**config.mk**
```make
export PLATFORM = sky130hd
export DESIGN_NAME = pn3_fade
export DESIGN_NICKNAME = d
export VERILOG_FILES = /design/src/hw/rtl/pn3_fade.sv
export SDC_FILE = /design/constraint.sdc
export NUM_CORES = 2
export LEC_CHECK = 0
export BUFFER_PORTS_ARGS = -buffer_cell sky130_fd_sc_hd__clkbuf_2
export CAP_MARGIN = 10
export CELL_PAD_IN_SITES_DETAIL_PLACEMENT = 1
export CELL_PAD_IN_SITES_GLOBAL_PLACEMENT = 1
export CORE_MARGIN = 4
export CORE_UTILIZATION = 53
export DETAILED_ROUTE_END_ITERATION = 16
export GPL_TIMING_DRIVEN = 0
export HOLD_SLACK_MARGIN = 0.06
export PLACE_DENSITY_LB_ADDON = 0.1
export SYNTH_ARGS = -nofsm -noshare
export SYNTH_HDL_FRONTEND = slang
export SYNTH_SLANG_ARGS = --single-unit
```
**constraint.sdc**
```tcl
create_clock -name clk -period 12.1 [get_ports clk]
set_clock_uncertainty 0.15 [all_clocks]
set_input_delay 1.21 -clock clk [delete_from_list [all_inputs] [get_ports clk]]
set_output_delay 1.21 -clock clk [all_outputs]
set_load 0.02 [all_outputs]
```
**src/hw/rtl/pn3_fade.sv**
```systemverilog
// ----------------------------------------------------------------------------
// pn3_fade
// Pipelined quintic fade 6t^5-15t^4+10t^3, one multiply per stage.
// ----------------------------------------------------------------------------
module pn3_fade #(
  parameter int FRAC_BITS = 16
) (
  input  logic                 clk,
  input  logic                 en,
  input  logic [FRAC_BITS-1:0] f,
  output logic [FRAC_BITS+3:0] fade
);
  localparam int RW = FRAC_BITS + 4;
  localparam int PW = 2*FRAC_BITS + 4;
  localparam logic [RW-1:0] ONE = RW'(1) << FRAC_BITS;

  // f*q, q <= 15*ONE; then f*r with r <= 10*ONE
  logic [FRAC_BITS-1:0] f1, f2, f3;
  logic [RW-1:0]        r1, r2, r3;
  logic [PW-1:0]        p1, p2, p3, p4;

  assign p1 = PW'(f) * PW'(RW'(15) * ONE - RW'(6) * RW'(f));
  assign p2 = PW'(f1) * PW'(r1);
  assign p3 = PW'(f2) * PW'(r2);
  assign p4 = PW'(f3) * PW'(r3);

  always_ff @(posedge clk) begin
    if (en) begin
      f1   <= f;
      r1   <= RW'(10) * ONE - RW'(p1 >> FRAC_BITS);
      f2   <= f1;
      r2   <= RW'(p2 >> FRAC_BITS);
      f3   <= f2;
      r3   <= RW'(p3 >> FRAC_BITS);
      fade <= RW'(p4 >> FRAC_BITS);
    end
  end
endmodule

```
; Word-level counts from Yosys, hierarchy flattened
; Index checks and enable logic that the tools add are counted.
[totals]
reg_bits = 128
in_bits = 18
output_inout_bits = 20
[classes]
add_sub_neg = 2
n_mul = 5
[op_table]
columns = op, count
row1 = 16-bit by 20-bit multiplier with 36-bit output, 3
row2 = 17-bit by 21-bit multiplier with 36-bit output, 1
row3 = "20-bit by 19-bit subtractor with 21-bit output, first input constant", 1
row4 = "20-bit subtractor, first input constant", 1
row5 = "2-bit by 16-bit multiplier with 18-bit output, first input constant", 1

; Longest topological paths before layout
[logic_depth]
ltp_word = 4
ltp_mapped = 38

; Worst setup path after synthesis
; No wires, ideal clock.
[synth_path]
path_kind = input to register
start = input port f[0]
end = register r1[19], data pin
setup_ns = 0.260
arrival_ns = 10.726
path_slack_ns = 0.964
cell_stages = 35
path_cell_list = ha_1 > fa_1 > a21o_1 > a21oi_1 > o21bai_1 > a21oi_1 > xnor2_1 > or4_1 > or2_2 > or4_1 > xor2_1 > clkbuf_1 > nand2_1 > fa_1 > fa_1 > inv_1 > fa_1 > inv_1 > fa_1 > fa_1 > fa_1 > inv_1 > ha_1 > clkbuf_2 > and4_2 > nand3_1 > nor3_1 > or4_4 > a222oi_1 > or3b_4 > nor4_4 > and3_1 > a211oi_1 > o32ai_2 > xnor2_1
[synth_via]
elab_chain_len = 4
[synth_rtl]
columns = element, line_no
row1 = from (decl), 10  ; input logic [FRAC_BITS-1:0] f,
row2 = 2-bit by 16-bit multiplier with 18-bit output, 22  ; assign p1 = PW'(f) * PW'(RW'(15) * ONE - RW'(6) * RW'(f));
row3 = 20-bit by 19-bit subtractor with 21-bit output, 22
row4 = 17-bit by 21-bit multiplier with 36-bit output (*), 22
row5 = 20-bit subtractor (*), 30  ; r1 <= RW'(10) * ONE - RW'(p1 >> FRAC_BITS);
row6 = to (signal assigned), 30
row7 = to (decl), 19  ; logic [RW-1:0] r1, r2, r3;
; Mark *: on every way between the ends. The rest lies on a longest branch, timed or not.
; A chain may end at the register's enable or synchronous reset.

; Worst setup path in the final report
; Same ends and word-level chain as after synthesis.

==> flow_summary_export.csv <==
group,metric,value,unit
status,status,"finished clean",
placement,portBuffers,37,
floorplanning,io-pin-count,38,
timing,slew_viol_final,0,
min_path,hold_depth,0,
drt,num_vias,33980,
timing,hold_ws,323.4,ps
cells_and_area,postLayoutCellArea,47600,µm²
cells_and_area,layout_commonest_cell,"inv_1",
critical_path,reg2reg_to,"r3[19]$_DFFE_PP_",
synthesis,async_reset_ff_frac,0,
synthesis,yosysSeqAreaShare,0.08549,
critical_path,rr_worst_depth,26,
drt,drtIter0Drc,1931,
timing,layout_worst_path_cycle_share,0.9726,
cts,cts_num_sinks,128,
drt,drt-total-wl,135400,µm
synthesis,synth_flop_cell,"edfxtp_1",
min_path,min-delay-path-class,"reg2reg",
drt,firstDrtPassIters,5,
synthesis,synth.ff_latch_count,128,
global_routing,grt_start_max_net_pins,112,
drt,drc,0,
cts,root_buffer,"clkbuf_16",
global_routing,grt_overflow,0,
cts,clock_latency,480,ps
synthesis,synthCells,4902,
timing,setup_ws,331.3,ps
cells_and_area,fillers,9713,
critical_path,slowest_delay,650,ps
cts,cts_hold_buf,0,
global_routing,grt_pass1_wl,215500,µm
synthesis,postSynthAreaPerCell,9.171,µm²
cells_and_area,final_layout_size_suffix_gt1_frac,0.03412,
critical_path,rrSetupSlack,3050,ps
cts,path_clk_slew,60,ps
cts,cts_max_level,4,
placement,pre_cts_ws,-1340,ps
critical_path,worstPathMaxFanout,10,
min_path,min_from,"f1[1]$_DFFE_PP_",
critical_path,end_kind,"flop",
timing,setup_viol,0,
timing,relSlewSlack,0.2358,
timing,max_freq,0.08497,GHz
min_path,hold_end,"f2[1]$_DFFE_PP_",
global_routing,antenna_found_initial,4,
placement,dpl_cell_area,46610,µm²
global_routing,grt_pass1_vias,39420,
timing,worst_slew_pin_slew,1134,ps
timing,fin_crit,11770,ps
cts,cts-buffers-inserted,17,
drt,routed_via_density,5.553,
placement,gp_congestion,0.9129,
synthesis,synth_nets,6357,
critical_path,arrival,11810,ps
timing,finalHoldViolations,0,
cts,cts_tree,"built",
synthesis,synth_edf_count,128,
drt,antenna_left,0,
floorplanning,fp.dieW,299.3,µm
synthesis,yosysUniqueCellTypes,84,
critical_path,r2r_start,"f2[1]$_DFFE_PP_",
cells_and_area,final_cell_mix,"inv_1 (1129), fa_1 (982), nand2_1 (825)",
floorplanning,dieArea,89550,µm²
cells_and_area,synthToLayoutAreaGrowth,5.881,%
floorplanning,die_h,299.3,µm
cells_and_area,nets,6426,
floorplanning,rows,106,
critical_path,worst_path_max_delay_cell,"or4_2",
synthesis,syn_area,44960,µm²
floorplanning,start_util,0.5364,
placement,dp_hpwl,112500,µm
floorplanning,coreArea,83820,µm²
run,cap_violations,0,
critical_path,required,12140,ps
timing,setup_tns,0,ps
global_routing,track_usage,0.3131,
synthesis,ys_warn_count,0,
cts,cts_buffer_depth,2,
critical_path,startpoint_type,"input pin",
critical_path,crit_top_cell,"fa_1",
drt,routedWlPerCell,22.13,µm
critical_path,critical_path_class,"in2reg",
[layout make-up]
type                       count  area [µm²]  area share
antenna                        1       2.502  0.00005257
tap                         1134        1419     0.02981
buffer                       215       888.4     0.01866
multi-input combinational   3430       36330      0.7632
timing repair buffer          50       314.1    0.006597
clock inverter                14       142.6    0.002996
inverter                    1129        4238     0.08903
clock buffer                  17       425.4    0.008937
sequential                   128        3844     0.08075
[worst max-delay path: cells and delay by family]
family	cells	cell delay, ps
simple gates	8	3080
fa+ha+maj	9	3990
xor+xnor	3	570
buf+inv	7	1040
compound gates	9	1890
[metrics by stage]
stage          cells    util
2_1_floorplan   4902       -
3_3_place_gp    6073  0.5555
3_5_place_dp    6075  0.5561
4_1_cts         6108  0.5643
5_1_grt         6117  0.5679
6_report        6118  0.5679
[Yosys cell counts (10+ instances only)]
cell,count,area [µm²]
a21oi_1,86,430.4
and2_1,456,2853
nand2_1,825,3097
nor3_1,31,155.2
o21bai_1,12,90.09
o21a_1,19,142.6
ha_1,454,5680
xor2_1,37,324.1
a31oi_1,10,62.56
a21o_1,36,270.3
o21ai_0,54,270.3
nor2_1,81,304.0
and3_1,20,125.1
nand2b_1,28,175.2
nand3_1,27,135.1
nor2b_1,29,181.4
edfxtp_1,128,3844
clkbuf_1,203,762.0
fa_1,983,19680
xnor2_1,74,648.1
inv_1,1129,4238
nand4_1,17,106.4
[how the worst max path moves through the flow]
| stage | startpoint | to | cells past startpoint |
|---|---|---|---|
| 2_1_floorplan | f[0] | r1[19]$_DFFE_PP_ | 35 |
| 3_3_place_gp | f[2] | r1[19]$_DFFE_PP_ | 34 |
| 3_5_place_dp | f[2] | r1[19]$_DFFE_PP_ | 35 |
| 4_1_cts | f[0] | r1[19]$_DFFE_PP_ | 37 |
| 5_1_grt | f[0] | r1[19]$_DFFE_PP_ | 37 |
| 6_report | f[0] | r1[19]$_DFFE_PP_ | 36 |
[timing repair]
| item | CTS | global route |
|---|---|---|
| buffers inserted | 2 | 9 |
| setup endpoints to repair | 11 | 11 |
| resized for setup | 22 | 52 |
| pin swaps | 2 | 9 |
| cloned | 0 | 0 |
[logic make-up (layout without fill, tap and decap cells)]
kind of cell | after synthesis | after routing | synth area share
xor gates and xnor gates | 111 | 111 | 0.02162
AOI/OAI and AO/OA | 308 | 308 | 0.04559
and+or+nand+nor | 1572 | 1572 | 0.1694
muxes | 2 | 2 | 0.0004453
buffers and inverters | 1344 | 1425 | 0.1134
DFF | 128 | 128 | 0.08549
other | 0 | 1 | 0
adders and majority gates | 1437 | 1437 | 0.5641
[state kept, by name (all words and copies together) (netlist names)]
signal	flops
f1	16
f2	16
f3	16
fade	20
r1	20
r2	20
r3	20
[layer usage]
layer	wire, µm	share of wire	global-route usage
met5	0	0	0
met4	6297	0.047	0.1266
met3	6256	0.046	0.02984
met2	68480	0.51	0.5588
met1	54360	0.40	0.3927
Power is left out: the tool's default activity adds up to more than one toggle a clock period on the data nets, which glitch-free logic cannot reach.
