--- src/hw/rtl/pn3_lerp.sv ---
// ----------------------------------------------------------------------------
// pn3_lerp
// Registered blend a + floor(t*(b-a) / ONE).
// ----------------------------------------------------------------------------
module pn3_lerp #(
  parameter int FRAC_BITS = 16,
  parameter int VW = 20
) (
  input  logic                  clk,
  input  logic                  en,
  input  logic [FRAC_BITS+3:0]  t,
  input  logic signed [VW-1:0]  a,
  input  logic signed [VW-1:0]  b,
  output logic signed [VW-1:0]  y
);
  localparam int MW = VW + FRAC_BITS + 6;
  logic signed [MW-1:0] prod;
  assign prod = $signed({1'b0, (MW-1)'(t)}) * (MW'(b) - MW'(a));
  always_ff @(posedge clk) begin
    if (en) y <= a + VW'(prod >>> FRAC_BITS);
  end
endmodule

--- config.mk ---
export PLATFORM = sky130hd
export DESIGN_NAME = pn3_lerp
export DESIGN_NICKNAME = d
export VERILOG_FILES = /design/src/hw/rtl/pn3_lerp.sv
export SDC_FILE = /design/constraint.sdc
export NUM_CORES = 1
export LEC_CHECK = 0
export ABC_CLOCK_PERIOD_IN_PS = 23800
export CORE_MARGIN = 2
export CORE_UTILIZATION = 45
export DETAILED_ROUTE_END_ITERATION = 8
export DONT_BUFFER_PORTS = 1
export PLACE_DENSITY = 0.71
export SLEW_MARGIN = 5
export SYNTH_ARGS = -nofsm -noshare
export SYNTH_HDL_FRONTEND = slang
export SYNTH_SLANG_ARGS = --single-unit
--- constraint.sdc ---
create_clock -name clk -period 23.8 [get_ports clk]
set_input_delay 2.38 -clock clk [delete_from_list [all_inputs] [get_ports clk]]
set_output_delay 2.38 -clock clk [all_outputs]
set_load 0.03 [all_outputs]
# == Word-level counts from Yosys, hierarchy flattened ==
# Index checks and enable logic that the tools add are counted.
# word_totals
register_bits,20
input_bits,62
elab_cells,4
# classes
addsub,2
mul,1
# op_table
operator,n
21-bit by 21-bit multiplier with 36-bit output,1
20-bit by 20-bit subtractor with 21-bit output,1
20-bit adder,1

# == Depth between registers and ports, before layout ==
# Gate-level depths: netlist of the first run.
# logic_depth
word_depth,3
ltp_mapped,47
depth_no_buf,46

# == Worst setup path after synthesis of the first run ==
# OpenSTA, ideal clock, no wires.
# synth_timing
path_type,input port to flip-flop
start,in b[0]
end,reg y[19] (data pin)
setup_ns,0.269
arrival_time_ns,11.749
required_ns,23.531
setup_slack_ns,11.782
cell_stages,43
path_buffers,1
cell_sequence,inv_1 -> ha_1 -> fa_1 -> nand2b_1 -> a21oi_1 -> o21ba_2 -> o2111a_2 -> nand2b_1 -> a21o_1 -> a21oi_1 -> xnor2_1 -> clkbuf_1 -> nand2_1 -> fa_1 -> inv_1 -> fa_1 -> inv_1 -> fa_1 -> [... 7 more ...] -> ha_1 -> a2111oi_0 -> o21ai_0 -> nand4_1 -> nand2_1 -> a221o_1 -> o31a_1 -> a21oi_1 -> xnor2_1 -> ha_1 -> a21o_1 -> a21o_1 -> a21oi_1 -> o2111ai_1 -> nand2_1 -> xnor3_1 -> xor3_1 -> xor3_1
# synth_between
elab_chain_cells,3
# synth_rtl
item,line,text
start: declaration,13,"input logic signed [VW-1:0] b,"
20-bit by 20-bit subtractor with 21-bit output,18,"assign prod = $signed({1'b0, (MW-1)'(t)}) * (MW'(b) - MW'(a));"
21-bit by 21-bit multiplier with 36-bit output,18,
20-bit adder,20,if (en) y <= a + VW'(prod >>> FRAC_BITS);
end signal: assignment,20,
end: declaration,14,output logic signed [VW-1:0] y
# No other way between the ends.
# A chain may end at the register's enable or synchronous reset.

# == Worst setup path in the final report of the first run ==
# Same ends and word-level chain as after synthesis.

==> results of run 1 <==
==> area by class of cell <==
class	count	area, µm²	share of cell area
Multi-Input combinational cell	1208	12800	0.810
Timing Repair Buffer	18	135	0.00853
Clock inverter	1	30.0	0.00190
Clock buffer	3	75.1	0.00474
Inverter	428	1610	0.101
Sequential cell	20	601	0.0379
Tap cell	448	561	0.0354
==> cell usage in the layout (no fill, tap or decap), types with 20 or more instances in the layout <==
cell type,netlist,layout
sky130_fd_sc_hd__and2_1,123,123
sky130_fd_sc_hd__inv_1,428,428
sky130_fd_sc_hd__nand2_1,254,254
sky130_fd_sc_hd__edfxtp_1,20,20
sky130_fd_sc_hd__nor2_1,44,43
sky130_fd_sc_hd__fa_1,334,334
sky130_fd_sc_hd__ha_1,173,173
sky130_fd_sc_hd__xnor2_1,41,41
sky130_fd_sc_hd__a21o_1,21,21
sky130_fd_sc_hd__a21oi_1,33,33
sky130_fd_sc_hd__nand2b_1,42,42
==> metal layers <==
metal	vias up	GRT usage	share of wire
li1	5020	-	-
met1	5700	0.281	0.40
met2	379	0.391	0.51
met3	74	0.0395	0.068
met4	0	0.0547	0.024
met5	-	0	0
==> worst max-delay path, delay by kind of cell <==
kind	cells	cell delay [ps]
simple gates	5	680
xor+xnor	5	1840
buf+inv	4	160
fa+ha+maj	11	4610
compound gates	14	3100
==> how the worst min path moves through the flow <==
stage               start    end  slack (ps)  cells past startpoint
global route           en  y[16]        2210                      0
finish                 en  y[16]        2220                      0
floorplan              en   y[0]        2490                      0
detailed placement     en  y[13]        2500                      0
global placement       en  y[12]        2490                      0
CTS                    en  y[15]        2220                      0
==> cells by family after synthesis <==
family          count (synthesis)  share of synthesized area
mux                             2                    0.00139
fa+ha+maj                     507                      0.578
xor+xnor                       60                     0.0386
buf+inv                       503                      0.123
simple gates                  510                      0.159
flops                          20                     0.0392
compound gates                129                     0.0604
==> Yosys cell counts (13+ instances only) <==
cell type                    n
sky130_fd_sc_hd__inv_1     428
sky130_fd_sc_hd__fa_1      334
sky130_fd_sc_hd__nand2_1   254
sky130_fd_sc_hd__ha_1      173
sky130_fd_sc_hd__and2_1    123
sky130_fd_sc_hd__clkbuf_1   72
sky130_fd_sc_hd__nor2_1     44
sky130_fd_sc_hd__nand2b_1   42
sky130_fd_sc_hd__xnor2_1    41
sky130_fd_sc_hd__a21oi_1    33
sky130_fd_sc_hd__a21o_1     21
sky130_fd_sc_hd__edfxtp_1   20
sky130_fd_sc_hd__o21ai_0    16
sky130_fd_sc_hd__xor2_1     13
==> per-stage QoR <==
stage,cells,setup slack [ps],hold WS [ps],utilization,area (µm²)
final,2126,11010,2220,0.472,15800
after global routing,2126,10400,2210,0.472,15800
after CTS,2126,11120,2220,0.472,15800
after detailed placement,2122,10860,2500,0.469,15700
after global placement,2122,11140,2490,0.469,15700
after floorplan,1731,11780,2490,-,15300
==> flow_metrics.py, run 1 <==
metrics = {
    "floorplan": {
        "io-pin-count": 82,
        "std_cell_rows": 67,
        "initial_utilization": 0.457,
        "die_area_um2": 35500,
        "die_x_um": 189,
        "core_area_um2": 33500,
        "die_y_um": 189,
    },
    "clock_tree": {
        "ctsHoldBuffers": 0,
        "cts_resizes": 0,
        "clk_root_buffer_cell": "sky130_fd_sc_hd__clkbuf_16",
        "cts.htree.levels": 1,
        "num_cts_buffers": 3,
        "clock_tree_from_tritoncts": "yes",
        "post-cts-setup-buffers": 0,
        "clk_pin_slew_worst_paths_ps": 60,
        "clockBufferDepth": 2,
        "cts.sinks": 20,
    },
    "critical_path": {
        "critPathCaptureType": "flop",
        "startpoint_type": "input pin",
        "critPathCapture": "y[19]",
        "criticalPathCategory": "in -> reg",
        "crit_path_top_cell_by_count": "sky130_fd_sc_hd__fa_1",
        "crit_arrival_ps": 12800,
        "max_stage_delay_ps": 860,
        "critical_path_peak_fanout": 11,
        "crit_slowest_cell": "sky130_fd_sc_hd__xnor2_1",
        "crit_path_start": "b[0]",
        "worst-endpoint-required_ps": 23810,
    },
    "timing": {
        "grt_setup_unrepaired": "no",
        "report.final.setup_viol": 0,
        "max_slew.worst_pin.slew_ps": 1090,
        "fin_crit_sh": 0.537,
        "period_needed_ps": 12790,
        "fin_tns_setup_ps": 0,
        "final-hold-violation-count": 0,
        "final-max-slew-violation-count": 0,
        "relSlewSlack": 0.271,
        "timing.fmax_mhz": 78.2,
    },
    "placement": {
        "port_buffers": 0,
        "place_hpwl_um": 29100,
        "routabilityCongestion": 0.891,
    },
    "detailed_routing": {
        "route.detailed.drc": 0,
        "avgViaCountPerCell": 5.26,
        "final_wirelength_um": 36900,
        "drt_pre_antenna_iters": 5,
        "ant_nets": 0,
        "dr_total_vias": 11200,
        "first_iter_violations": 611,
        "routed_wirelength_normalized_by_instance_count_um": 17.4,
    },
    "yosys": {
        "synth_top_area_share": 0.436,
        "ys_top_cells_by_area": "sky130_fd_sc_hd__fa_1, sky130_fd_sc_hd__ha_1, sky130_fd_sc_hd__inv_1",
        "syn-cell-area_um2": 15300,
        "synth_async_sr_flop_share": 0,
        "syn_area_per_cell_um2": 8.85,
        "synth-main-ff-cell": "sky130_fd_sc_hd__edfxtp_1",
        "synthesis.yosys.warnings": 0,
        "yosysSeqAreaShare": 0.0392,
        "syn_nets": 2300,
        "synthesis.instances": 1731,
        "synth_enable_flop_cells": 20,
        "yosysUniqueCellTypes": 59,
        "synth-seq-cells": 20,
        "synth_top_cell_by_area": "sky130_fd_sc_hd__fa_1",
    },
    "global_route": {
        "grt_first_pass_wirelength_um": 62600,
        "pin_count_of_the_biggest_net_entering_global_routing": 22,
        "antenna_found_initial": 0,
        "grt.total_usage": 0.221,
        "grt.overflow.total": 0,
        "number_of_global_route_vias_before_repair": 12500,
    },
    "finish": {
        "insertedDiodeCount": 0,
        "fillers": 3216,
        "flow.area_growth_from_synthesis_pct": 3.38,
        "largest_register": "y",
        "largest_register_ff_count": 20,
        "top_registers": "y: 20 flops",
        "layout-drive-gt1-share": 0.0280,
        "final_net_count": 2248,
    },
    "min_path": {
        "hold_path_class": "in -> reg",
    },
    "run_status": {
        "status": "finished, final reports clean",
    },
    "run": {
        "maxCapViolations": 0,
    },
}
Power of run 1 is not shown: default switching activity piles up to over one toggle a cycle in this logic, so the estimate is an artifact.
==> inputs of run 2 (changes only) <==
Settings changed: ABC_CLOCK_PERIOD_IN_PS 23800 to 12100.
Clock period 23.8 ns to 12.1 ns, I/O delays scaled along.
==> run 2 against run 1 <==
  * Non-clock buffer count grew 4
  * Flip-flop and latch count is the same
  * Largest cell class unchanged
  * Critical endpoint unchanged
  * First-iteration DRC count is 2.1% lower
  * Wire length rose by 2.7%
  * Sequential share of layout area barely moved
  * Count of clock-buffer cells in the layout unchanged
  * Via count fell by 0.39%
  * Final area rose by 0.42%
  * Critical path depth up 5
  * Die area is the same
  * Worst setup slack got worse by 10000 ps
  * Worst hold slack worse by 1200 ps
==> flow_metrics.py, run 2 (synthesis results as in run 1) <==
metrics = {
    "timing": {
        "timing.fmax_mhz": 87.9,
        "relSlewSlack": 0.365,
        "period_needed_ps": 11370,
        "fin_tns_setup_ps": 0,
        "final-hold-violation-count": 0,
        "fin_crit_sh": 0.940,
        "grt_setup_unrepaired": "no",
        "report.final.setup_viol": 0,
        "max_slew.worst_pin.slew_ps": 948,
        "final-max-slew-violation-count": 0,
    },
    "finish": {
        "postLayoutCellArea_um2": 15900,
        "commonest_cells_after_routing_fill_and_taps_aside": "sky130_fd_sc_hd__inv_1, sky130_fd_sc_hd__fa_1, sky130_fd_sc_hd__nand2_1",
        "top_registers": "y: 20 flops",
        "area.sequential_um2": 601,
        "largest_register": "y",
        "layout_commonest_cell": "sky130_fd_sc_hd__inv_1",
        "final_net_count": 2252,
        "largest_register_ff_count": 20,
        "fillers": 3218,
        "area_taken_by_multi_input_logic_gates_um2": 12900,
        "flow.area_growth_from_synthesis_pct": 3.81,
        "insertedDiodeCount": 0,
        "layout-drive-gt1-share": 0.0309,
    },
    "critical_path": {
        "critPathCaptureType": "flop",
        "criticalPathCategory": "in -> reg",
        "max_stage_delay_ps": 490,
        "critPathCapture": "y[19]",
        "critical_path_peak_fanout": 19,
        "crit_path_top_cell_by_count": "sky130_fd_sc_hd__fa_1",
        "startpoint_type": "input pin",
        "worst-endpoint-required_ps": 12110,
        "crit_arrival_ps": 11390,
        "crit_slowest_cell": "sky130_fd_sc_hd__fa_1",
        "crit_path_start": "b[0]",
    },
    "clock_tree": {
        "clk_pin_slew_worst_paths_ps": 60,
        "clock_tree_from_tritoncts": "yes",
        "ctsHoldBuffers": 0,
        "clockBufferDepth": 2,
        "cts.sinks": 20,
        "cts.htree.levels": 1,
        "num_cts_buffers": 3,
        "clk_root_buffer_cell": "sky130_fd_sc_hd__clkbuf_16",
    },
    "global_route": {
        "grt.total_usage": 0.227,
        "grt_first_pass_wirelength_um": 63900,
        "number_of_global_route_vias_before_repair": 12400,
        "grt.overflow.total": 0,
        "antenna_found_initial": 0,
        "pin_count_of_the_biggest_net_entering_global_routing": 22,
    },
    "floorplan": {
        "io-pin-count": 82,
        "initial_utilization": 0.457,
        "die_y_um": 189,
        "std_cell_rows": 67,
        "die_x_um": 189,
        "die_area_um2": 35500,
        "core_area_um2": 33500,
    },
    "detailed_routing": {
        "routed_wirelength_normalized_by_instance_count_um": 17.8,
        "maxUsedRoutingLayer": "met4",
        "first_iter_violations": 598,
        "met1_wire_length_um": 15400,
        "dr_total_vias": 11100,
        "route.detailed.drc": 0,
        "dr_wl_met3_um": 2210,
        "ant_nets": 0,
        "avgViaCountPerCell": 5.22,
        "final_wirelength_um": 37900,
        "drt_pre_antenna_iters": 5,
        "detailroute.wirelength.met2_um": 19400,
    },
    "placement": {
        "routabilityCongestion": 0.894,
        "port_buffers": 0,
        "place_area_um2": 15800,
        "place_hpwl_um": 30400,
    },
    "min_path": {
        "hold_path_class": "in -> reg",
    },
    "run_status": {
        "status": "finished, final reports clean",
    },
    "run": {
        "maxCapViolations": 0,
    },
}
-- run 2: cell types whose count changed in the layout (fill, tap and decap cells not counted) --
cell and delta:
sky130_fd_sc_hd__xnor2_1 -2, sky130_fd_sc_hd__nor2_1 +1, sky130_fd_sc_hd__xnor2_4 +1, sky130_fd_sc_hd__buf_12 +1, sky130_fd_sc_hd__nor2_2 -1, sky130_fd_sc_hd__buf_4 +3
sky130_fd_sc_hd__xnor2_2 +1
-- run 2: critical path, delay by kind of cell --
family          cells  cell delay [ps]
compound gates     15             3260
xor+xnor            5             1160
fa+ha+maj          11             4350
buf+inv             7              630
simple gates        6              770
-- run 2: routing by layer --
metal | GRT usage | vias up
met3 | 0.0320 | 73
met5 | 0 | -
met1 | 0.289 | 5675
li1 | - | 5028
met4 | 0.0577 | 0
met2 | 0.406 | 353
-- run 2: how the worst min path moves through the flow --
stage	to	start	cells after the start	slack (ps)
final	y[12]	en	0	1050
after global routing	y[12]	en	0	1040
after CTS	y[12]	en	0	1040
after detailed placement	y[14]	en	0	1330
after global placement	y[12]	en	0	1320
after floorplan	y[0]	en	0	1320
-- run 2: metrics by stage --
| stage | instances | hold WS, ps | utilization | setup slack [ps] |
|---|---|---|---|---|
| CTS | 2130 | 1040 | 0.474 | 608 |
| global route | 2130 | 1040 | 0.474 | 33.3 |
| detailed placement | 2126 | 1330 | 0.471 | 335 |
| global placement | 2126 | 1320 | 0.471 | 438 |
| finish | 2130 | 1050 | 0.474 | 727 |
| floorplan | 1731 | 1320 | - | 1250 |
-- run 2: repair_timing --
| action | CTS | global route |
|---|---|---|
| setup buffers | 0 | 0 |
| setup endpoints to repair | 0 | 2 |
| resized for setup | 0 | 1 |
| hold endpoints to repair | 0 | 0 |
-- run 2: area by class of cell --
cell class	count	share of cell area
well taps	448	0.0352
inverters	428	0.101
multi-input cells	1208	0.808
clock buffers	3	0.00472
clock inverters	1	0.00189
repair buffers	22	0.0112
flip-flops and latches	20	0.0378
Power of run 2 is left out for the same reason.
